<file path="config.mk">
export PLATFORM = sky130hd
export DESIGN_NAME = display_command_framer_unit
export DESIGN_NICKNAME = d
export VERILOG_FILES = /design/src/rtl/dcf_pkg.sv /design/src/rtl/dcf_front.sv /design/src/rtl/dcf_queue.sv /design/src/rtl/dcf_back.sv /design/src/rtl/display_command_framer_unit.sv
export VERILOG_INCLUDE_DIRS = /design/src /design/src/rtl
export SDC_FILE = /design/constraint.sdc
export NUM_CORES = 1
export LEC_CHECK = 0
export BUFFER_PORTS_ARGS = -buffer_cell sky130_fd_sc_hd__buf_2
export CELL_PAD_IN_SITES_DETAIL_PLACEMENT = 0
export CELL_PAD_IN_SITES_GLOBAL_PLACEMENT = 1
export CORE_AREA = 2 2 275 196
export CTS_BUF_LIST = sky130_fd_sc_hd__clkbuf_4 sky130_fd_sc_hd__clkbuf_8
export CTS_CLUSTER_DIAMETER = 150
export DETAILED_ROUTE_END_ITERATION = 8
export DIE_AREA = 0 0 277 198
export PLACE_DENSITY = 0.72
export SYNTH_ARGS = -nofsm -noshare
export SYNTH_HDL_FRONTEND = slang
export SYNTH_SLANG_ARGS = --single-unit
</file>
<file path="constraint.sdc">
create_clock -name clk -period 5.3 [get_ports clk]
set_input_delay 0 -clock clk [delete_from_list [all_inputs] [get_ports clk]]
set_output_delay 0 -clock clk [all_outputs]
set_load 0.05 [all_outputs]
</file>
<file path="src/rtl/display_command_framer_unit_assert.svh">
// Assertion macros shared by the display command framer RTL.
// No dependencies; included by the modules that carry checks.
`ifndef DISPLAY_COMMAND_FRAMER_UNIT_ASSERT_SVH
`define DISPLAY_COMMAND_FRAMER_UNIT_ASSERT_SVH

// property holds on every cycle out of reset
`define DCF_ASSERT_HOLDS(lbl, clk, rst_n, prop) \
  lbl: assert property (@(posedge clk) disable iff (!rst_n) (prop)) \
    else $error("dcf: invariant violated");

// consequent holds in the same cycle as the antecedent
`define DCF_ASSERT_SAME(lbl, clk, rst_n, ante, cons) \
  lbl: assert property (@(posedge clk) disable iff (!rst_n) (ante) |-> (cons)) \
    else $error("dcf: implication violated");

// consequent holds in the cycle after the antecedent
`define DCF_ASSERT_NEXT(lbl, clk, rst_n, ante, cons) \
  lbl: assert property (@(posedge clk) disable iff (!rst_n) (ante) |=> (cons)) \
    else $error("dcf: next-cycle implication violated");

`endif

</file>
<file path="src/rtl/dcf_pkg.sv">
// Shared types and constants of the display command framer.
// No dependencies; imported by every framer module.
package dcf_pkg;

  localparam int CoordW = 12;
  localparam int ByteW  = 8;
  localparam int OpW    = 3;
  localparam int FlenW  = 16;

  localparam logic [OpW-1:0] OP_CLEAR      = 3'd0;
  localparam logic [OpW-1:0] OP_REFRESH    = 3'd1;
  localparam logic [OpW-1:0] OP_POINT      = 3'd2;
  localparam logic [OpW-1:0] OP_LINE       = 3'd3;
  localparam logic [OpW-1:0] OP_TEXT_BEGIN = 3'd4;
  localparam logic [OpW-1:0] OP_TEXT_CHAR  = 3'd5;

  localparam logic [ByteW-1:0] SYNC_BYTE   = 8'hA5;
  localparam logic [ByteW-1:0] TAIL_BYTE0  = 8'hCC;
  localparam logic [ByteW-1:0] TAIL_BYTE1  = 8'h33;
  localparam logic [ByteW-1:0] TAIL_BYTE2  = 8'hC3;
  localparam logic [ByteW-1:0] TAIL_BYTE3  = 8'h3C;
  localparam logic [ByteW-1:0] CMD_CLEAR   = 8'h2E;
  localparam logic [ByteW-1:0] CMD_REFRESH = 8'h0A;
  localparam logic [ByteW-1:0] CMD_POINT   = 8'h20;
  localparam logic [ByteW-1:0] CMD_LINE    = 8'h22;
  localparam logic [ByteW-1:0] CMD_TEXT    = 8'h30;

  localparam logic [FlenW-1:0] FLEN_SHORT = 16'd9;
  localparam logic [FlenW-1:0] FLEN_POINT = 16'd13;
  localparam logic [FlenW-1:0] FLEN_LINE  = 16'd17;

  localparam logic [1:0] REG_X_LIMIT  = 2'd0;
  localparam logic [1:0] REG_Y_LIMIT  = 2'd1;
  localparam logic [1:0] REG_TEXT_MAX = 2'd2;

  localparam logic [CoordW-1:0] X_LIMIT_RST  = 12'd800;
  localparam logic [CoordW-1:0] Y_LIMIT_RST  = 12'd600;
  localparam logic [CoordW-1:0] TEXT_MAX_RST = 12'd1020;

  typedef struct packed {
    logic [CoordW-1:0] x_limit;
    logic [CoordW-1:0] y_limit;
    logic [CoordW-1:0] text_max;
  } cfg_t;

  // one unit of back-end work: which frame segments to emit, and their data
  typedef struct packed {
    logic              has_hdr;
    logic              has_crd;
    logic              crd_line;
    logic              has_chr;
    logic              has_tail;
    logic [ByteW-1:0]  cmd;
    logic [FlenW-1:0]  flen;
    logic [CoordW-1:0] x1;
    logic [CoordW-1:0] y1;
    logic [CoordW-1:0] x2;
    logic [CoordW-1:0] y2;
    logic [ByteW-1:0]  ch;
  } job_t;

  typedef struct packed {
    logic valid;
    job_t job;
  } job_slot_t;

endpackage

</file>
<file path="src/rtl/dcf_front.sv">
// Front end: accepts items, checks bounds, tracks the open text frame
// and pushes frame jobs. Depends on dcf_pkg.
`include "display_command_framer_unit_assert.svh"
module dcf_front import dcf_pkg::*; (
  input  logic              clk,
  input  logic              rst_n,
  input  cfg_t              cfg,
  input  logic              in_valid,
  output logic              in_stall,
  input  logic [OpW-1:0]    in_opcode,
  input  logic [CoordW-1:0] in_x_first,
  input  logic [CoordW-1:0] in_y_first,
  input  logic [CoordW-1:0] in_x_second,
  input  logic [CoordW-1:0] in_y_second,
  input  logic [CoordW-1:0] in_text_length,
  input  logic [ByteW-1:0]  in_char_byte,
  input  logic              q_full,
  output job_slot_t         q_push
);

  logic              text_open_r, text_open_nxt;
  logic [CoordW-1:0] chars_left_r, chars_left_nxt;
  logic              accept;
  logic              ok_first, ok_second;

  assign in_stall  = q_full;
  assign accept    = in_valid && !q_full;
  assign ok_first  = (in_x_first <= cfg.x_limit) && (in_y_first <= cfg.y_limit);
  assign ok_second = (in_x_second <= cfg.x_limit) && (in_y_second <= cfg.y_limit);

  always_comb begin
    text_open_nxt        = text_open_r;
    chars_left_nxt       = chars_left_r;
    q_push.valid         = 1'b0;
    q_push.job.has_hdr   = 1'b1;
    q_push.job.has_crd   = 1'b0;
    q_push.job.crd_line  = 1'b0;
    q_push.job.has_chr   = 1'b0;
    q_push.job.has_tail  = 1'b1;
    q_push.job.cmd       = CMD_CLEAR;
    q_push.job.flen      = FLEN_SHORT;
    q_push.job.x1        = in_x_first;
    q_push.job.y1        = in_y_first;
    q_push.job.x2        = in_x_second;
    q_push.job.y2        = in_y_second;
    q_push.job.ch        = in_char_byte;
    if (accept) begin
      priority if (in_opcode == OP_TEXT_CHAR) begin
        if (text_open_r) begin
          q_push.valid        = 1'b1;
          q_push.job.has_hdr  = 1'b0;
          q_push.job.has_chr  = 1'b1;
          q_push.job.has_tail = (chars_left_r == CoordW'(1));
          chars_left_nxt      = chars_left_r - CoordW'(1);
          if (chars_left_r == CoordW'(1)) begin
            text_open_nxt = 1'b0;
          end
        end
      end else if (!text_open_r) begin
        unique case (in_opcode)
          OP_CLEAR: begin
            q_push.valid = 1'b1;
          end
          OP_REFRESH: begin
            q_push.valid    = 1'b1;
            q_push.job.cmd  = CMD_REFRESH;
          end
          OP_POINT: begin
            q_push.valid       = ok_first;
            q_push.job.cmd     = CMD_POINT;
            q_push.job.flen    = FLEN_POINT;
            q_push.job.has_crd = 1'b1;
          end
          OP_LINE: begin
            q_push.valid        = ok_first && ok_second;
            q_push.job.cmd      = CMD_LINE;
            q_push.job.flen     = FLEN_LINE;
            q_push.job.has_crd  = 1'b1;
            q_push.job.crd_line = 1'b1;
          end
          OP_TEXT_BEGIN: begin
            q_push.valid        = ok_first && (in_text_length <= cfg.text_max);
            q_push.job.cmd      = CMD_TEXT;
            q_push.job.flen     = FLEN_POINT + FlenW'(in_text_length);
            q_push.job.has_crd  = 1'b1;
            q_push.job.has_tail = (in_text_length == '0);
            if (q_push.valid && in_text_length != '0) begin
              text_open_nxt  = 1'b1;
              chars_left_nxt = in_text_length;
            end
          end
          default: begin
            q_push.valid = 1'b0;
          end
        endcase
      end else begin
        // command while a text frame is open: dropped
      end
    end
  end

  always_ff @(posedge clk) begin
    if (!rst_n) begin
      text_open_r  <= 1'b0;
      chars_left_r <= '0;
    end else begin
      text_open_r  <= text_open_nxt;
      chars_left_r <= chars_left_nxt;
    end
  end

  `DCF_ASSERT_SAME(a_open_has_chars, clk, rst_n, text_open_r, chars_left_r != '0)

endmodule

</file>
<file path="src/rtl/dcf_queue.sv">
// Job queue between front and back end, register based.
// Depends on dcf_pkg.
`include "display_command_framer_unit_assert.svh"
module dcf_queue import dcf_pkg::*; #(
  parameter int DEPTH = 4
) (
  input  logic      clk,
  input  logic      rst_n,
  input  job_slot_t push,
  output logic      full,
  output job_slot_t head,
  input  logic      pop
);

  localparam int AW = (DEPTH > 1) ? $clog2(DEPTH) : 1;
  localparam int CW = $clog2(DEPTH + 1);

  job_t          mem_r [DEPTH];
  logic [AW-1:0] wr_ptr_r, rd_ptr_r;
  logic [CW-1:0] cnt_r;
  logic          do_push, do_pop;

  assign full       = (cnt_r == CW'(DEPTH));
  assign head.valid = (cnt_r != '0);
  assign head.job   = mem_r[rd_ptr_r];
  assign do_push    = push.valid && !full;
  assign do_pop     = pop && head.valid;

  always_ff @(posedge clk) begin
    if (do_push) begin
      mem_r[wr_ptr_r] <= push.job;
    end
  end

  always_ff @(posedge clk) begin
    if (!rst_n) begin
      wr_ptr_r <= '0;
      rd_ptr_r <= '0;
      cnt_r    <= '0;
    end else begin
      if (do_push) begin
        wr_ptr_r <= (wr_ptr_r == AW'(DEPTH - 1)) ? '0 : wr_ptr_r + AW'(1);
      end
      if (do_pop) begin
        rd_ptr_r <= (rd_ptr_r == AW'(DEPTH - 1)) ? '0 : rd_ptr_r + AW'(1);
      end
      if (do_push && !do_pop) begin
        cnt_r <= cnt_r + CW'(1);
      end else if (!do_push && do_pop) begin
        cnt_r <= cnt_r - CW'(1);
      end
    end
  end

  `DCF_ASSERT_SAME(a_no_push_when_full, clk, rst_n, push.valid, !full)
  `DCF_ASSERT_HOLDS(a_count_bound, clk, rst_n, cnt_r <= CW'(DEPTH))

endmodule

</file>
<file path="src/rtl/dcf_back.sv">
// Back end: walks each job segment by segment, one frame byte per cycle unless
// stalled, keeps the running XOR and drives the output register. Depends on dcf_pkg.
`include "display_command_framer_unit_assert.svh"
module dcf_back import dcf_pkg::*; (
  input  logic             clk,
  input  logic             rst_n,
  input  job_slot_t        head,
  output logic             pop,
  output logic             out_valid,
  input  logic             out_stall,
  output logic [ByteW-1:0] out_byte,
  output logic             out_frame_last
);

  typedef enum logic [4:0] {
    S_IDLE = 5'b00001,
    S_HDR  = 5'b00010,
    S_CRD  = 5'b00100,
    S_CHR  = 5'b01000,
    S_TAIL = 5'b10000
  } seg_state_t;

  seg_state_t       st_r, st_nxt, seg_after;
  logic [2:0]       cnt_r, cnt_nxt;
  job_t             job_r, job_nxt;
  logic [ByteW-1:0] xor_r, xor_nxt;
  logic             out_valid_r, out_valid_nxt;
  logic [ByteW-1:0] out_byte_r, out_byte_nxt;
  logic             out_last_r, out_last_nxt;
  logic [ByteW-1:0] byte_sel;
  logic             last_sel, seg_done, adv;

  function automatic seg_state_t next_seg(job_t j, seg_state_t from);
    seg_state_t r;
    r = S_IDLE;
    unique case (from)
      S_IDLE:  r = j.has_hdr ? S_HDR : j.has_crd ? S_CRD : j.has_chr ? S_CHR :
                   j.has_tail ? S_TAIL : S_IDLE;
      S_HDR:   r = j.has_crd ? S_CRD : j.has_chr ? S_CHR : j.has_tail ? S_TAIL : S_IDLE;
      S_CRD:   r = j.has_chr ? S_CHR : j.has_tail ? S_TAIL : S_IDLE;
      S_CHR:   r = j.has_tail ? S_TAIL : S_IDLE;
      S_TAIL:  r = S_IDLE;
      default: r = S_IDLE;
    endcase
    return r;
  endfunction

  assign adv            = !out_valid_r || !out_stall;
  assign out_valid      = out_valid_r;
  assign out_byte       = out_byte_r;
  assign out_frame_last = out_last_r;
  assign seg_after      = next_seg(job_r, st_r);

  always_comb begin
    byte_sel = '0;
    last_sel = 1'b0;
    seg_done = 1'b0;
    unique case (st_r)
      S_HDR: begin
        seg_done = (cnt_r == 3'd3);
        unique case (cnt_r[1:0])
          2'd0: byte_sel = SYNC_BYTE;
          2'd1: byte_sel = job_r.flen[15:8];
          2'd2: byte_sel = job_r.flen[7:0];
          2'd3: byte_sel = job_r.cmd;
        endcase
      end
      S_CRD: begin
        seg_done = job_r.crd_line ? (cnt_r == 3'd7) : (cnt_r == 3'd3);
        unique case (cnt_r)
          3'd0: byte_sel = {4'b0, job_r.x1[11:8]};
          3'd1: byte_sel = job_r.x1[7:0];
          3'd2: byte_sel = {4'b0, job_r.y1[11:8]};
          3'd3: byte_sel = job_r.y1[7:0];
          3'd4: byte_sel = {4'b0, job_r.x2[11:8]};
          3'd5: byte_sel = job_r.x2[7:0];
          3'd6: byte_sel = {4'b0, job_r.y2[11:8]};
          3'd7: byte_sel = job_r.y2[7:0];
        endcase
      end
      S_CHR: begin
        seg_done = 1'b1;
        byte_sel = job_r.ch;
      end
      S_TAIL: begin
        seg_done = (cnt_r == 3'd4);
        unique case (cnt_r)
          3'd0:    byte_sel = TAIL_BYTE0;
          3'd1:    byte_sel = TAIL_BYTE1;
          3'd2:    byte_sel = TAIL_BYTE2;
          3'd3:    byte_sel = TAIL_BYTE3;
          default: begin
            byte_sel = xor_r;
            last_sel = 1'b1;
          end
        endcase
      end
      default: begin
        byte_sel = '0;
      end
    endcase
  end

  always_comb begin
    pop           = 1'b0;
    st_nxt        = st_r;
    cnt_nxt       = cnt_r;
    job_nxt       = job_r;
    xor_nxt       = xor_r;
    out_valid_nxt = out_valid_r && out_stall;
    out_byte_nxt  = out_byte_r;
    out_last_nxt  = out_last_r;
    if (st_r == S_IDLE) begin
      if (head.valid) begin
        pop     = 1'b1;
        job_nxt = head.job;
        st_nxt  = next_seg(head.job, S_IDLE);
        cnt_nxt = '0;
      end
    end else if (adv) begin
      out_valid_nxt = 1'b1;
      out_byte_nxt  = byte_sel;
      out_last_nxt  = last_sel;
      priority if (last_sel) begin
        xor_nxt = '0;
      end else if (st_r == S_HDR && cnt_r == 3'd0) begin
        xor_nxt = byte_sel;
      end else begin
        xor_nxt = xor_r ^ byte_sel;
      end
      if (seg_done) begin
        cnt_nxt = '0;
        if (seg_after != S_IDLE) begin
          st_nxt = seg_after;
        end else if (head.valid) begin
          pop     = 1'b1;
          job_nxt = head.job;
          st_nxt  = next_seg(head.job, S_IDLE);
        end else begin
          st_nxt = S_IDLE;
        end
      end else begin
        cnt_nxt = cnt_r + 3'd1;
      end
    end
  end

  always_ff @(posedge clk) begin
    if (!rst_n) begin
      st_r        <= S_IDLE;
      cnt_r       <= '0;
      xor_r       <= '0;
      out_valid_r <= 1'b0;
    end else begin
      st_r        <= st_nxt;
      cnt_r       <= cnt_nxt;
      xor_r       <= xor_nxt;
      out_valid_r <= out_valid_nxt;
    end
  end

  always_ff @(posedge clk) begin
    job_r      <= job_nxt;
    out_byte_r <= out_byte_nxt;
    out_last_r <= out_last_nxt;
  end

  `DCF_ASSERT_SAME(a_tail_only_when_flagged, clk, rst_n, st_r == S_TAIL, job_r.has_tail)
  `DCF_ASSERT_NEXT(a_xor_cleared_after_sum, clk, rst_n,
                   (st_r == S_TAIL) && adv && (cnt_r == 3'd4), xor_r == '0)

endmodule

</file>
<file path="src/rtl/display_command_framer_unit.sv">
// Display command framer: builds A5-headed serial command frames with an
// XOR checksum and emits them one byte per transfer. A front end accepts
// one item per cycle while the job queue is not full, checks it against
// the limit registers and queues a frame job; the back end turns each job
// into bytes at one byte per cycle whenever the output is not stalled, and
// passes through its idle state to fetch a job when it was idle. A clear or
// refresh frame is 9 bytes long, a point or empty text frame 13, a line
// frame 17; a text open emits 8 bytes, a text character 1 and the final
// character 6. Items are accepted every cycle until the job queue
// (QUEUE_DEPTH entries) fills, after which the front end stalls while it
// is full; rejected and ignored items are accepted but emit nothing.
// Depends on dcf_pkg, dcf_front, dcf_queue and dcf_back.
module display_command_framer_unit import dcf_pkg::*; #(
  parameter int QUEUE_DEPTH = 4
) (
  input  logic              clk,
  input  logic              rst_n,
  input  logic              psel,
  input  logic              penable,
  input  logic              pwrite,
  input  logic [3:0]        paddr,
  input  logic [31:0]       pwdata,
  output logic [31:0]       prdata,
  output logic              pready,
  input  logic              in_valid,
  output logic              in_stall,
  input  logic [OpW-1:0]    in_opcode,
  input  logic [CoordW-1:0] in_x_first,
  input  logic [CoordW-1:0] in_y_first,
  input  logic [CoordW-1:0] in_x_second,
  input  logic [CoordW-1:0] in_y_second,
  input  logic [CoordW-1:0] in_text_length,
  input  logic [ByteW-1:0]  in_char_byte,
  output logic              out_valid,
  input  logic              out_stall,
  output logic [ByteW-1:0]  out_byte,
  output logic              out_frame_last
);

  cfg_t      cfg_r;
  job_slot_t q_push, q_head;
  logic      q_full, q_pop;
  logic      reg_wr;

  assign pready = 1'b1;
  assign reg_wr = psel && penable && pwrite;

  always_ff @(posedge clk) begin
    if (!rst_n) begin
      cfg_r.x_limit  <= X_LIMIT_RST;
      cfg_r.y_limit  <= Y_LIMIT_RST;
      cfg_r.text_max <= TEXT_MAX_RST;
    end else if (reg_wr) begin
      if (paddr[3:2] == REG_X_LIMIT)  cfg_r.x_limit  <= pwdata[CoordW-1:0];
      if (paddr[3:2] == REG_Y_LIMIT)  cfg_r.y_limit  <= pwdata[CoordW-1:0];
      if (paddr[3:2] == REG_TEXT_MAX) cfg_r.text_max <= pwdata[CoordW-1:0];
    end
  end

  always_comb begin
    unique case (paddr[3:2])
      REG_X_LIMIT:  prdata = {20'b0, cfg_r.x_limit};
      REG_Y_LIMIT:  prdata = {20'b0, cfg_r.y_limit};
      REG_TEXT_MAX: prdata = {20'b0, cfg_r.text_max};
      default:      prdata = '0;
    endcase
  end

  dcf_front u_front (
    .clk            (clk),
    .rst_n          (rst_n),
    .cfg            (cfg_r),
    .in_valid       (in_valid),
    .in_stall       (in_stall),
    .in_opcode      (in_opcode),
    .in_x_first     (in_x_first),
    .in_y_first     (in_y_first),
    .in_x_second    (in_x_second),
    .in_y_second    (in_y_second),
    .in_text_length (in_text_length),
    .in_char_byte   (in_char_byte),
    .q_full         (q_full),
    .q_push         (q_push)
  );

  dcf_queue #(
    .DEPTH (QUEUE_DEPTH)
  ) u_queue (
    .clk   (clk),
    .rst_n (rst_n),
    .push  (q_push),
    .full  (q_full),
    .head  (q_head),
    .pop   (q_pop)
  );

  dcf_back u_back (
    .clk            (clk),
    .rst_n          (rst_n),
    .head           (q_head),
    .pop            (q_pop),
    .out_valid      (out_valid),
    .out_stall      (out_stall),
    .out_byte       (out_byte),
    .out_frame_last (out_frame_last)
  );

endmodule
</file>
# After elaboration in Yosys (flattened, before gate mapping)
# Memories as Yosys holds them, arrays and structs flattened. A register that Yosys moved wholly into a read port is not among the register bits.
# Cells that the tools add are included.
# word_totals
inputBits,114
ramBits,340
latch_bits,0
mem_count,1
output_inout_bits,44
word_cells,194
rom_bits,0
reg_bits,167
# classes
eq_ne,31
n_reduce_logical,43
shifts,0
div,0
addsub,7
magnitude_cmp,5
n_mul,0
muxes,79
bitwise_logic,2
# memory_table
memory,depth,word_bits,read_ports,rd_ports_with_merged_regs,write_ports,line_no,text
u_queue.mem_r,4,85,1,1,1,dcf_queue.sv:18,job_t mem_r [DEPTH];
# op_table
cell,count
85-bit two-way mux,5
8-bit one-hot mux with 4 select lines,3
5-bit two-way mux,14
8-bit one-hot mux with 8 select lines,1
12-bit less-or-equal comparator,5
12-bit two-way mux,5
16-bit one-hot mux with 3 select lines,1
12-bit one-hot mux with 3 select lines,1
30-bit two-way mux,1
1-bit two-way mux,26
25-bit two-way mux,1
24-bit two-way mux,1
6-bit one-hot mux with 4 select lines,1
"3-bit == test, second input constant",7
5-bit one-hot mux with 4 select lines,1
3-bit two-way mux,6
2-bit two-way mux,8
8-bit two-way mux,2
1-bit logical AND,14
"4-bit by 12-bit adder with 13-bit output, first input constant",1
"12-bit by 1-bit == test with 1-bit output, second input constant",1
"3-bit by 2-bit == test with 1-bit output, second input constant",4
12-bit zero test,1
12-bit nonzero test,1
30 further kinds,56

# Logic depth before layout (Yosys ltp)
# logic_depth
word_depth,14
ltp_mapped,16
ltp_nobuf,15

# Cells and area by module
# A second synthesis with hierarchy kept.
# unflattened
cells_unflattened,1523
area_unflattened_um2,22723.0
# by_module_without_submodules
module,instances,seq_area_each_um2,area_each_um2,cells_each
dcf_queue,1,10390.0,12794.8,495
dcf_back,1,3163.0,4803.4,368
dcf_front,1,260.2,3211.8,446
display_command_framer_unit,1,720.7,1913.1,214

# Worst setup path after synthesis
# OpenSTA, ideal clock, no wires.
# synth_timing
path_type,register to register
from,reg u_queue.cnt_r[0]
to,mem u_queue.mem_r[0][0] (netlist name) (enable)
setup_time_ps,613
path_buffers,1
path_slack_ps,1116
arrival_ps,3572
synth_period_minus_slack_ps,4184
path_stages_with_launch,8
required_time_ps,4687
path_cell_list,dfxtp_1 -> nor3b_1 -> nand2b_1 -> buf_2 -> a21oi_1 -> o21a_1 -> o32a_1 -> and3_1
# synth_via
elab_chain_cells,7
# synth_lines
element,line_no,text
from (decl),dcf_queue.sv:20,logic [CW-1:0] cnt_r;
from (signal assigned),dcf_queue.sv:48,cnt_r <= cnt_r + CW'(1);
from (signal assigned),dcf_queue.sv:50,cnt_r <= cnt_r - CW'(1);
3-bit == test (*),dcf_queue.sv:23,assign full = (cnt_r == CW'(DEPTH));
via in_stall,display_command_framer_unit.sv:26,"output logic in_stall,"
1-bit zero test (*),"dcf_front.sv:27, dcf_queue.sv:26",
1-bit logical AND,dcf_front.sv:27,assign accept = in_valid && !q_full;
30-bit two-way mux,dcf_front.sv:47,if (accept) begin
1-bit logical AND (*),dcf_queue.sv:26,assign do_push = push.valid && !full;
1-bit two-way mux (*),dcf_queue.sv:30,if (do_push) begin
1-bit two-way mux (not written as such) (*),dcf_queue.sv:31,mem_r[wr_ptr_r] <= push.job;
to (decl),dcf_queue.sv:18,
# Mark *: on every way through the listed nets, which the timed path passes. The rest lies on a longest branch.

# Final worst setup path
# layout_timing
from,reg cfg_r[13] (netlist name)
to,mem u_queue.mem_r[0][36] (netlist name) (enable)
# layout_via
elab_chain_cells,10
elab_cells_between_ends,13
cone_classes,order compare: 2; mux: 6; reduce/logical: 5
# layout_lines
element,line_no,text
from (decl),display_command_framer_unit.sv:40,cfg_t cfg_r;
"12-bit less-or-equal comparator, on equally long branches","dcf_front.sv:28, dcf_front.sv:29",
"1-bit logical AND, on equally long branches","dcf_front.sv:28, dcf_front.sv:29",
"1-bit logical AND, on equally long branches","dcf_front.sv:82, dcf_front.sv:75",
1-bit one-hot mux with 4 select lines (*),dcf_front.sv:60,unique case (in_opcode)
1-bit two-way mux (*),dcf_front.sv:59,end else if (!text_open_r) begin
1-bit two-way mux (*),dcf_front.sv:48,priority if (in_opcode == OP_TEXT_CHAR) begin
30-bit two-way mux (*),dcf_front.sv:47,
1-bit logical AND (*),dcf_queue.sv:26,
1-bit two-way mux (*),dcf_queue.sv:30,
1-bit two-way mux (not written as such) (*),dcf_queue.sv:31,
# Every way passes the cells marked *; elsewhere a longest branch is shown, timed or not.

==> impl_metrics.prom <==
# TYPE chip_impl_metric gauge
chip_impl_metric{name="switchingPower",unit="W"} 0.00293
chip_impl_info{name="min_path_type",value="primary input to flop"} 1
chip_impl_metric{name="num-nets-final",unit=""} 1827
chip_impl_info{name="criticalPathCategory",value="flop to flop"} 1
chip_impl_info{name="worst_r2r_endpoint",value="u_queue.mem_r[0][36]"} 1
chip_impl_metric{name="place_hpwl",unit="µm"} 34500
chip_impl_metric{name="final.hold.worst_slack",unit="ns"} 0.0895
chip_impl_metric{name="yosysWarnings",unit=""} 0
chip_impl_metric{name="muxShareOfSynthArea",unit="%"} 9.72
chip_impl_metric{name="post_synth_edffs",unit=""} 404
chip_impl_metric{name="place.port_buffers",unit=""} 114
chip_impl_metric{name="delay_of_the_slowest_cell_on_the_worst_path",unit="ns"} 0.71
chip_impl_metric{name="clock_latency",unit="ns"} 0.65
chip_impl_metric{name="path_max_fanout",unit=""} 42
chip_impl_info{name="post-synth-top-count-cell",value="edfxtp_1"} 1
chip_impl_metric{name="n_antenna_cell",unit=""} 0
chip_impl_metric{name="seq_area",unit="µm²"} 13600
chip_impl_metric{name="irDropWorstVdd",unit="µV"} 255
chip_impl_metric{name="timing.slew.headroom",unit="%"} 22.0
chip_impl_metric{name="synth-seq-area-share",unit="%"} 65.9
chip_impl_metric{name="n_fill_cell",unit=""} 4662
chip_impl_metric{name="grt_start_max_net_pins",unit=""} 71
chip_impl_metric{name="initial_core_util",unit="%"} 39.3
chip_impl_metric{name="drt-wirelength-per-cell",unit="µm"} 21.8
chip_impl_metric{name="setup_viol",unit=""} 0
chip_impl_info{name="synth_top_family_by_area",value="multiplexers"} 1
chip_impl_metric{name="totalWireLength",unit="µm"} 51900
chip_impl_metric{name="rrSetupSlack",unit="ns"} 1.60
chip_impl_metric{name="timing.fmax",unit="MHz"} 270
chip_impl_metric{name="die_w",unit="µm"} 277
chip_impl_metric{name="synth-adder-area-share",unit="%"} 4.88
chip_impl_info{name="ys_top_cells_by_area",value="edfxtp_1 (59%), mux4_2 (8.6%), dfxtp_1 (7.3%)"} 1
chip_impl_metric{name="async_set_or_reset_flop_fraction_in_the_synthesized_netlist",unit="%"} 0
chip_impl_info{name="worstSetupStartpoint",value="cfg_r[13]"} 1
chip_impl_metric{name="tightestPinTransition",unit="ns"} 1.16
chip_impl_metric{name="first_global_vias",unit=""} 12600
chip_impl_metric{name="layout-drive-gt1-share",unit="%"} 21.5
chip_impl_metric{name="netlist_area",unit="µm²"} 20700
chip_impl_metric{name="grt-ovfl-total",unit=""} 0
chip_impl_metric{name="syn2layout_area_growth",unit="%"} 18.1
chip_impl_metric{name="drt_first_iter_violations",unit=""} 1081
chip_impl_info{name="status",value="completed"} 1
chip_impl_metric{name="layout_worst_path_cycle_share",unit="%"} 69.8
chip_impl_metric{name="final_critical_path_time_including_i_o_delays_and_setup",unit="ns"} 3.70
chip_impl_metric{name="clock_power_share",unit="%"} 32.7
chip_impl_metric{name="postCtsSetupRepairBufs",unit=""} 0
chip_impl_info{name="startpoint_type",value="flop"} 1
chip_impl_info{name="timing.critical_path.to",value="u_queue.mem_r[0][36]"} 1
chip_impl_metric{name="power_per_cell_area",unit="nW/µm²"} 407
chip_impl_metric{name="die_height",unit="µm"} 198
chip_impl_metric{name="timing.critical_path.required",unit="ns"} 5.57
chip_impl_info{name="ctsRootBufferMaster",value="clkbuf_8"} 1
chip_impl_metric{name="io_pins",unit=""} 158
chip_impl_metric{name="worst-endpoint-arrival",unit="ns"} 3.97
chip_impl_metric{name="final_max_slew_viol_count",unit=""} 0
chip_impl_metric{name="postCtsHoldBufs",unit=""} 92
chip_impl_info{name="tritoncts",value="done"} 1
chip_impl_metric{name="synth_compound_area_share",unit="%"} 8.29
chip_impl_metric{name="cp.buffers_inverters",unit=""} 2
chip_impl_metric{name="remaining_drc_errors",unit=""} 0
chip_impl_metric{name="finClkSkew",unit="ns"} 0.0439
chip_impl_metric{name="seq_power_share",unit="%"} 47.6
chip_impl_metric{name="ys_ff_latch",unit=""} 479
chip_impl_info{name="path_cells",value="inv_1, ha_1, nor2b_1, o211ai_1, a21oi_1, o311a_1, a211oi_2, o32a_1, and3_4, buf_4"} 1
chip_impl_info{name="synth_top_cells_by_count",value="edfxtp_1 (404), nand2_1 (134), a21oi_1 (95)"} 1
chip_impl_metric{name="power.share.combinational",unit="%"} 19.7
chip_impl_metric{name="clk_pin_slew_worst_paths",unit="ns"} 0.06
chip_impl_metric{name="clk_path_buf_depth",unit=""} 3
chip_impl_metric{name="fraction_of_the_mapped_netlist_area_in_simple_logic_gates",unit="%"} 7.41
chip_impl_info{name="netlist.top_cell.by_area",value="edfxtp_1"} 1
chip_impl_info{name="setup.worst_path.end_class",value="flop"} 1
chip_impl_metric{name="timing.reg2reg.worst_path_depth",unit=""} 10
chip_impl_metric{name="place_congestion",unit=""} 0.789
chip_impl_metric{name="first_pass_grt_wire_length",unit="µm"} 78400
chip_impl_metric{name="synthDominantCellAreaShare",unit="%"} 58.7
chip_impl_metric{name="drtAntennaViolNets",unit=""} 0
chip_impl_info{name="rsz0062_at_grt",value="false"} 1
chip_impl_metric{name="fp.dieArea",unit="µm²"} 54800
chip_impl_metric{name="groute.usage.overall",unit="%"} 19.1
chip_impl_metric{name="postSynthCellCount",unit=""} 1399
chip_impl_metric{name="fp.coreArea",unit="µm²"} 52600
chip_impl_metric{name="post_synthesis_area_per_instance",unit="µm²"} 14.8
chip_impl_metric{name="tns",unit="ns"} 0
chip_impl_metric{name="h_tree_levels",unit=""} 3
chip_impl_info{name="crit_family",value="compound AO/OA/AOI/OAI gates"} 1
chip_impl_metric{name="cp_num_cells",unit=""} 10
chip_impl_metric{name="leakagePower",unit="nW"} 8.44
chip_impl_metric{name="detail_route.vias_per_cell",unit=""} 5.44
chip_impl_metric{name="intPower",unit="W"} 0.00701
chip_impl_metric{name="max-cap-violations",unit=""} 0
chip_impl_metric{name="multi_input_area",unit="µm²"} 6470
chip_impl_metric{name="hold_fails_final_rpt",unit=""} 0
chip_impl_metric{name="placement_rows",unit=""} 71
chip_impl_metric{name="dr.pass1.iters",unit=""} 6
chip_impl_metric{name="numClockSinks",unit=""} 479
chip_impl_info{name="reg2reg_start",value="cfg_r[13]"} 1
chip_impl_metric{name="antenna_violations_before_repair",unit=""} 1
chip_impl_metric{name="tritoncts.num_buffers",unit=""} 73
chip_impl_metric{name="vias",unit=""} 13000
chip_impl_metric{name="synth-xor-area-share",unit="%"} 0.508
chip_impl_info{name="max_stage_delay_cell_worst_path",value="and3_4"} 1
chip_impl_info{name="dominantRegCellSynth",value="edfxtp_1"} 1
chip_impl_metric{name="power.share.switching",unit="%"} 29.5
chip_impl_metric{name="ys_types",unit=""} 79
chip_impl_metric{name="number_of_gates_given_a_new_drive_strength_after_cts",unit=""} 0
[how the worst min path moves through the flow]
stage                         start                  end  cells after the start
detailed placement  in_char_byte[4]  u_queue.mem_r[1][4]                      1
CTS                        paddr[3]             cfg_r[1]                      4
floorplan           in_char_byte[0]  u_queue.mem_r[0][0]                      0
finish                     paddr[3]             cfg_r[1]                      4
global placement    in_char_byte[4]  u_queue.mem_r[3][4]                      1
global route               paddr[3]            cfg_r[11]                      4
[area by class of cell]
cell class | instances | share of cell area [%]
Sequential cell | 479 | 55.9
Multi-Input combinational cell | 794 | 26.5
Timing Repair Buffer | 220 | 6.70
Clock buffer | 94 | 4.89
Tap cell | 693 | 3.55
Clock inverter | 40 | 1.43
Inverter | 65 | 1.02
[metal layers]
metal  routed length (µm)  global-route usage, %  vias to the layer above
li1                     -                      -                     5868
met5                    0                      0                        -
met2                22000                   27.1                      496
met3                 4150                   4.17                       62
met1                25000                   29.6                     6551
met4                  755                   4.41                        0
[cell families (layout without fill, tap and decap cells)]
kind of cell    Yosys count  in the layout
fa+ha+maj                80             80
compound gates          262            262
other cells               2             21
flops                   479            479
buf+inv                 145            419
mux                     101            101
simple gates            318            318
xor+xnor                 12             12
[power groups by stage]
stage,clock network [W],logic [W],registers [W]
2_1_floorplan,0,0.00134,0.00479
3_3_place_gp,0,0.00187,0.00481
3_5_place_dp,0,0.00191,0.00482
4_1_cts,0.00332,0.00197,0.00474
5_1_grt,0.00349,0.00212,0.00477
6_report,0.00325,0.00196,0.00473
[tightest hold or removal path, cell delays in order]
cell and delay [ns]:
buf_2 0.20, nor3b_2 0.32, nand2_1 0.11, a21oi_1 0.05
[layout by cell type (no fill, tap or decap), drive strengths merged, types with 19 or more instances in the layout]
cell	instances
conb	21
clkbuf	94
nor3	19
o211ai	24
clkinv	29
nand3	19
dfxtp	75
a21oi	97
nand2	135
edfxtp	404
dlygate4sd3	92
nor2	53
mux4	79
o21ai	48
buf	128
inv	68
ha	79
[per-stage QoR]
| stage | cell area, µm² | std cells | utilization [%] | power (W) | setup slack [ns] |
|---|---|---|---|---|---|
| 6_report | 24400 | 2385 | 46.4 | 0.00994 | 1.60 |
| 5_1_grt | 24400 | 2385 | 46.4 | 0.0104 | 1.31 |
| 4_1_cts | 24400 | 2385 | 46.4 | 0.0100 | 1.55 |
| 3_5_place_dp | 21900 | 2159 | 41.7 | 0.00672 | 1.60 |
| 3_3_place_gp | 21900 | 2159 | 41.7 | 0.00668 | 1.64 |
| 2_1_floorplan | 20700 | 1418 | - | 0.00613 | 1.12 |
[registers in the layout, summed over array words and instances (netlist names), 5 cells and up, named ones only]
register / count
u_back.job_r: 79
u_back.out_byte: 8
u_queue.mem_r: 316
u_back.xor_r: 8
cfg_r: 36
u_back.st_r: 5
u_front.chars_left_r: 12
No activity file was read; power rests on OpenSTA's default activity.
